===== src/rtl/sacl_pkg.sv =====
// shared constants, types and codes of the set-associative lru cache model
// no dependencies; imported by every rtl module of the block
package sacl_pkg;

    localparam int MAX_SET_BITS = 6;
    localparam int MAX_WAYS     = 8;
    localparam int ADDR_WIDTH   = 64;
    localparam int AGE_WIDTH    = 32;
    localparam int CNT_WIDTH    = 32;

    localparam int NUM_SETS  = 1 << MAX_SET_BITS;
    localparam int SET_W     = (MAX_SET_BITS > 0) ? MAX_SET_BITS : 1;
    localparam int WAY_W     = (MAX_WAYS > 1) ? $clog2(MAX_WAYS) : 1;
    localparam int NWAY_W    = $clog2(MAX_WAYS + 1);
    localparam int TREE_N    = 1 << WAY_W;
    localparam int SHIFT_W   = $clog2(ADDR_WIDTH + 1 + (1 << 3));

    localparam int CFG_IDX_W  = 2;
    localparam int CFG_DATA_W = 6;

    // configuration register indexes
    localparam logic [CFG_IDX_W-1:0] CFG_SET_BITS    = 2'd0;
    localparam logic [CFG_IDX_W-1:0] CFG_BLOCK_BITS  = 2'd1;
    localparam logic [CFG_IDX_W-1:0] CFG_WAYS_IN_USE = 2'd2;

    // access commands
    localparam logic [1:0] CMD_LOAD   = 2'd0;
    localparam logic [1:0] CMD_STORE  = 2'd1;
    localparam logic [1:0] CMD_MODIFY = 2'd2;
    localparam logic [1:0] CMD_FETCH  = 2'd3;

    typedef struct packed {
        logic                  valid;
        logic [ADDR_WIDTH-1:0] tag;
        logic [AGE_WIDTH-1:0]  age;
    } t_way;

    typedef t_way [MAX_WAYS-1:0] t_row;

    typedef struct packed {
        logic hit;
        logic evicted;
        t_row row;
    } t_lookup;

endpackage


===== src/rtl/sacl_lookup.sv =====
// tag compare, fill/victim choice and age update for one set row
// depends on sacl_pkg
module sacl_lookup
    import sacl_pkg::*;
(
    input  t_row                  i_row,
    input  logic [ADDR_WIDTH-1:0] i_tag,
    input  logic [NWAY_W-1:0]     i_nways,
    output t_lookup               o_res
);

    logic [MAX_WAYS-1:0] in_use;
    logic [MAX_WAYS-1:0] match;
    logic                has_free;
    logic [WAY_W-1:0]    hit_way;
    logic [WAY_W-1:0]    free_way;
    logic [WAY_W-1:0]    sel_way;
    logic [AGE_WIDTH-1:0] node_age [2*TREE_N-1];
    logic [WAY_W-1:0]     node_idx [2*TREE_N-1];

    always_comb begin
        has_free = 1'b0;
        hit_way  = '0;
        free_way = '0;
        for (int j = 0; j < MAX_WAYS; j++) begin
            in_use[j] = (j < int'(i_nways));
            match[j]  = in_use[j] && i_row[j].valid && (i_row[j].tag == i_tag);
        end
        // lowest matching way wins
        for (int j = MAX_WAYS - 1; j >= 0; j--) begin
            if (match[j]) begin
                hit_way = WAY_W'(j);
            end
        end
        // highest invalid way wins
        for (int j = 0; j < MAX_WAYS; j++) begin
            if (in_use[j] && !i_row[j].valid) begin
                has_free = 1'b1;
                free_way = WAY_W'(j);
            end
        end
        // oldest way by a compare tree, left side wins a tie
        for (int k = 0; k < MAX_WAYS; k++) begin
            node_age[TREE_N-1+k] = in_use[k] ? i_row[k].age : '0;
            node_idx[TREE_N-1+k] = WAY_W'(k);
        end
        for (int k = MAX_WAYS; k < TREE_N; k++) begin
            node_age[TREE_N-1+k] = '0;
            node_idx[TREE_N-1+k] = WAY_W'(k);
        end
        for (int i = TREE_N - 2; i >= 0; i--) begin
            if (node_age[2*i+2] > node_age[2*i+1]) begin
                node_age[i] = node_age[2*i+2];
                node_idx[i] = node_idx[2*i+2];
            end else begin
                node_age[i] = node_age[2*i+1];
                node_idx[i] = node_idx[2*i+1];
            end
        end

        o_res.hit     = |match;
        o_res.evicted = !(|match) && !has_free;
        if (|match) begin
            sel_way = hit_way;
        end else if (has_free) begin
            sel_way = free_way;
        end else begin
            sel_way = node_idx[0];
        end

        o_res.row = i_row;
        for (int j = 0; j < MAX_WAYS; j++) begin
            if (in_use[j]) begin
                if (WAY_W'(j) == sel_way) begin
                    o_res.row[j].valid = 1'b1;
                    o_res.row[j].tag   = i_tag;
                    o_res.row[j].age   = '0;
                end else if (i_row[j].age != {AGE_WIDTH{1'b1}}) begin
                    o_res.row[j].age = i_row[j].age + AGE_WIDTH'(1);
                end
            end
        end
    end

endmodule


===== config.mk =====
export PLATFORM = sky130hd
export DESIGN_NAME = sacl_lookup
export DESIGN_NICKNAME = d
export VERILOG_FILES = /design/src/rtl/sacl_pkg.sv /design/src/rtl/sacl_lookup.sv
export SDC_FILE = /design/constraint.sdc
export NUM_CORES = 2
export LEC_CHECK = 0
export BUFFER_PORTS_ARGS = -buffer_cell sky130_fd_sc_hd__buf_2
export CORE_AREA = 2 2 623 625
export DETAILED_ROUTE_END_ITERATION = 6
export DIE_AREA = 0 0 625 627
export PLACE_DENSITY_LB_ADDON = 0.3
export SETUP_SLACK_MARGIN = 0.2
export SLEW_MARGIN = 20
export SYNTH_ARGS = -nofsm -noshare
export SYNTH_HDL_FRONTEND = slang
export SYNTH_SLANG_ARGS = --single-unit

===== constraint.sdc =====
create_clock -name vclk -period 26
set_clock_uncertainty 0.2 [all_clocks]
set_input_delay 2.6 -clock vclk [all_inputs]
set_output_delay 2.6 -clock vclk [all_outputs]
set_load 0.1 [all_outputs]

; After elaboration in Yosys (flattened, before gate mapping)
; Index checks and enable logic that the tools add are counted.
[word_totals]
register_bits = 0
input_bits = 844
out_inout_bits = 778
wordCells = 161
[op_classes]
add_sub_neg = 8
magnitude_cmp = 15
eq_ne = 23
muxes = 78
n_reduce_logical = 37
[op_table]
columns = op, n
row1 = two-way mux 32 bit, 30
row2 = two-way mux 97 bit, 8
row3 = two-way mux 65 bit, 8
row4 = equality test 64 bit, 8
row5 = "adder 32 x 1 -> 32 bit, second input constant", 8
row6 = "inequality test 32 bit, second input constant", 8
row7 = greater-than comparator 32 bit, 7
row8 = two-way mux 3 bit, 19
row9 = logical AND 1 bit, 25
row10 = "less-than comparator 3 x 4 -> 1 bit, first input constant", 4
row11 = two-way mux 1 bit, 13
row12 = "equality test 3 bit, first input constant", 4
row13 = zero test 1 bit, 10
row14 = "less-than comparator 1 x 4 -> 1 bit, first input constant", 2
row15 = "less-than comparator 2 x 4 -> 1 bit, first input constant", 2
row16 = OR reduction 8 bit, 1
row17 = "equality test 2 x 3 -> 1 bit, first input constant", 2
row18 = "equality test 1 x 3 -> 1 bit, first input constant", 1
row19 = zero test 3 bit, 1

; Depth between registers and ports, before layout
[depth]
depth_word = 15
depth_mapped = 44
ltp_nobuf = 31

; Least setup slack after synthesis
; OpenSTA, ideal clock, no wires.
[synth_timing]
path_kind = in2out
from = input i_nways[3]
to = output o_res[486] (netlist name)
t_arrival_ns = 12.793
required_time_ns = 23.200
path_slack_ns = 10.407
cell_stages = 40
n_path_buf = 11
path_cell_list = buf_2 clkbuf_1 nor2_1 clkbuf_1 nand2_1 clkbuf_1 buf_1 buf_1 buf_1 nand2_1 ha_1 nand4_1 or4_1 nand2b_1 o21ai_0 clkbuf_1 buf_1 nand3_1 [... 4 more ...] a221o_1 o31a_1 a21oi_1 clkbuf_1 clkbuf_1 nor2_1 a21o_1 ha_1 a21o_1 nand3_1 a211oi_1 or4_1 a2bb2oi_1 nor2b_1 o2bb2ai_1 o21ai_0 nor3b_1 o32ai_1
[synth_rtl]
columns = item, line_no
row1 = "start, declared", sacl_lookup.sv:8  ; input logic [NWAY_W-1:0] i_nways,
row2 = "end, declared", sacl_lookup.sv:9  ; output t_lookup o_res

==> impl_metrics.csv <==
group,metric,value,unit
placed_design,finalWeightedCongestion,1.16,
critical_path,path_depth,36,
critical_path,path_delay_family,"compound AO/OA/AOI/OAI gates",
sta,slew_headroom,0.214,
die,io_pins,1622,
die,fp.dieW,625,µm
die,dieArea,392000,µm²
critical_path,slowest_stage,"mux2i_1",
cells_and_area,nNetsFinal,6987,
drt,wl_per_cell,39.1,µm
cells_and_area,multiInputGateArea,28200,µm²
sta,grt_setup_unrepaired,"false",
synth,netlist_instances,4447,
drt,vias,44524,
grt,first_global_vias,42167,
cells_and_area,nClkBuffers,0,
critical_path,worstPathRequired,23.20,ns
placed_design,port_buffers,1622,
sta,setup_viol,0,
critical_path,critPathMaxFanout,65,
synth,ys_warn_count,0,
drt,first_iter_violations,4798,
sta,fmax,53.4,MHz
synth,ys_seq_area_frac,0,
die,start_util,0.0781,
die,rows,228,
grt,grt_pass1_wl,522,mm
hold_path,hold_class,"in -> out",
critical_path,start_kind,"input port",
cells_and_area,final_common_cell,"buf_2",
drt,first_pass_iters,6,
synth,synth.avg_cell_area,6.76,µm²
critical_path,path_buf_inv,7,
job,drv_cap,0,
hold_path,holdPathStages,4,
cells_and_area,drive_gt1_frac,0.393,
critical_path,arrival,15.94,ns
cells_and_area,synthToLayoutAreaGrowth,49.4,%
die,die_h,627,µm
die,core,385000,µm²
sta,setup-tns-final,0,ns
placed_design,hpwl,380,mm
drt,drc,0,
cells_and_area,seq_area,0,µm²
cts,ctsResizeCount,0,
cts,cts_setup_buffers,0,
grt,grt.total_usage,0.209,
sta,slew_violations,0,
drt,final_antenna_net_count,0,
critical_path,crit_top_cell,"buf_4",
sta,fin_crit_sh,0.721,
cells_and_area,nFillCells,45471,
cells_and_area,seq_cells,0,
cells_and_area,fin_util,0.117,
critical_path,max_stage_delay,0.92,ns
sta,min_period,18.74,ns
synth,post_synth_instance_area,30100,µm²
grt,grt_antenna_before_repair,200,
sta,worst_pin_slew,1.17,ns
cts,ctsHoldBuffers,0,
cells_and_area,final_cell_mix,"buf_2 (1621), nor2_1 (447), mux2_2 (443)",
drt,vias_per_cell,4.02,
critical_path,cp-end-kind,"output pin",
drt,wl,432,mm
critical_path,crit_type,"in -> out",
sta,hold_viol,0,
grt,grt_overflow_total,0,
status,outcome,"completed",
synth,ys_types,71,
synth,syn_nets,5523,
grt,grt_max_degree,69,
cell families (layout without fill, tap and decap cells):
family                   after synthesis  after routing  share of synthesized area
AO/OA/AOI/OAI                        489            489                      0.101
XOR/XNOR                             637            637                      0.186
adder cells (fa/ha/maj)              232            232                     0.0965
buffers and inverters                533           1995                     0.0710
multiplexers                         520            520                      0.199
other                                  0             99                          0
AND/OR/NAND/NOR                     2036           2036                      0.346
cell usage after synthesis, drive strengths merged, types with 13 or more instances:
cell     instances  share of area
nor2           448          0.056
a21o            42          0.010
a21oi          134          0.022
mux2i           22         0.0073
o21ai          108          0.018
and4            31         0.0090
mux2           498           0.19
nor3            58         0.0097
nand2          441          0.055
or4             25         0.0062
a2111oi         13         0.0038
a31oi           86          0.018
nand4          245          0.051
xnor2          305          0.089
xor2           332          0.097
nand2b         184          0.038
nor2b           75          0.016
and3            51          0.011
o2111ai         20         0.0058
buf            100          0.017
inv            209          0.026
and2            67          0.014
clkbuf         224          0.028
ha             232          0.097
nor4           138          0.029
nand3          211          0.035
worst paths after layout:
check	from	to
setup / recovery	i_nways[3]	o_res[89]
hold / removal	i_row[318]	o_res[318]
per-layer routing:
| metal | routed length (µm) | track usage |
|---|---|---|
| met1 | 157000 | 0.227 |
| met2 | 205000 | 0.355 |
| met3 | 33500 | 0.0531 |
| met4 | 36500 | 0.150 |
| met5 | 574 | 0.00296 |
stage by stage:
| stage | instances | instance area (µm²) | hold WS [ns] | worst slack, ns |
|---|---|---|---|---|
| 2_1_floorplan | 4447 | 30100 | 5.32 | 10.41 |
| 3_3_place_gp | 10968 | 44600 | 5.55 | 6.24 |
| 3_5_place_dp | 10969 | 44700 | 5.55 | 6.92 |
| 4_1_cts | 10969 | 44700 | 5.55 | 6.92 |
| 5_1_grt | 11001 | 44800 | 5.57 | 6.28 |
| 6_report | 11068 | 44900 | 5.55 | 7.26 |
area by class of cell:
type / instances / area share
Antenna cell: 99 / 0.00551
Inverter: 209 / 0.0175
Multi-Input combinational cell: 3914 / 0.627
Tap cell: 5060 / 0.141
Timing Repair Buffer: 1786 / 0.209
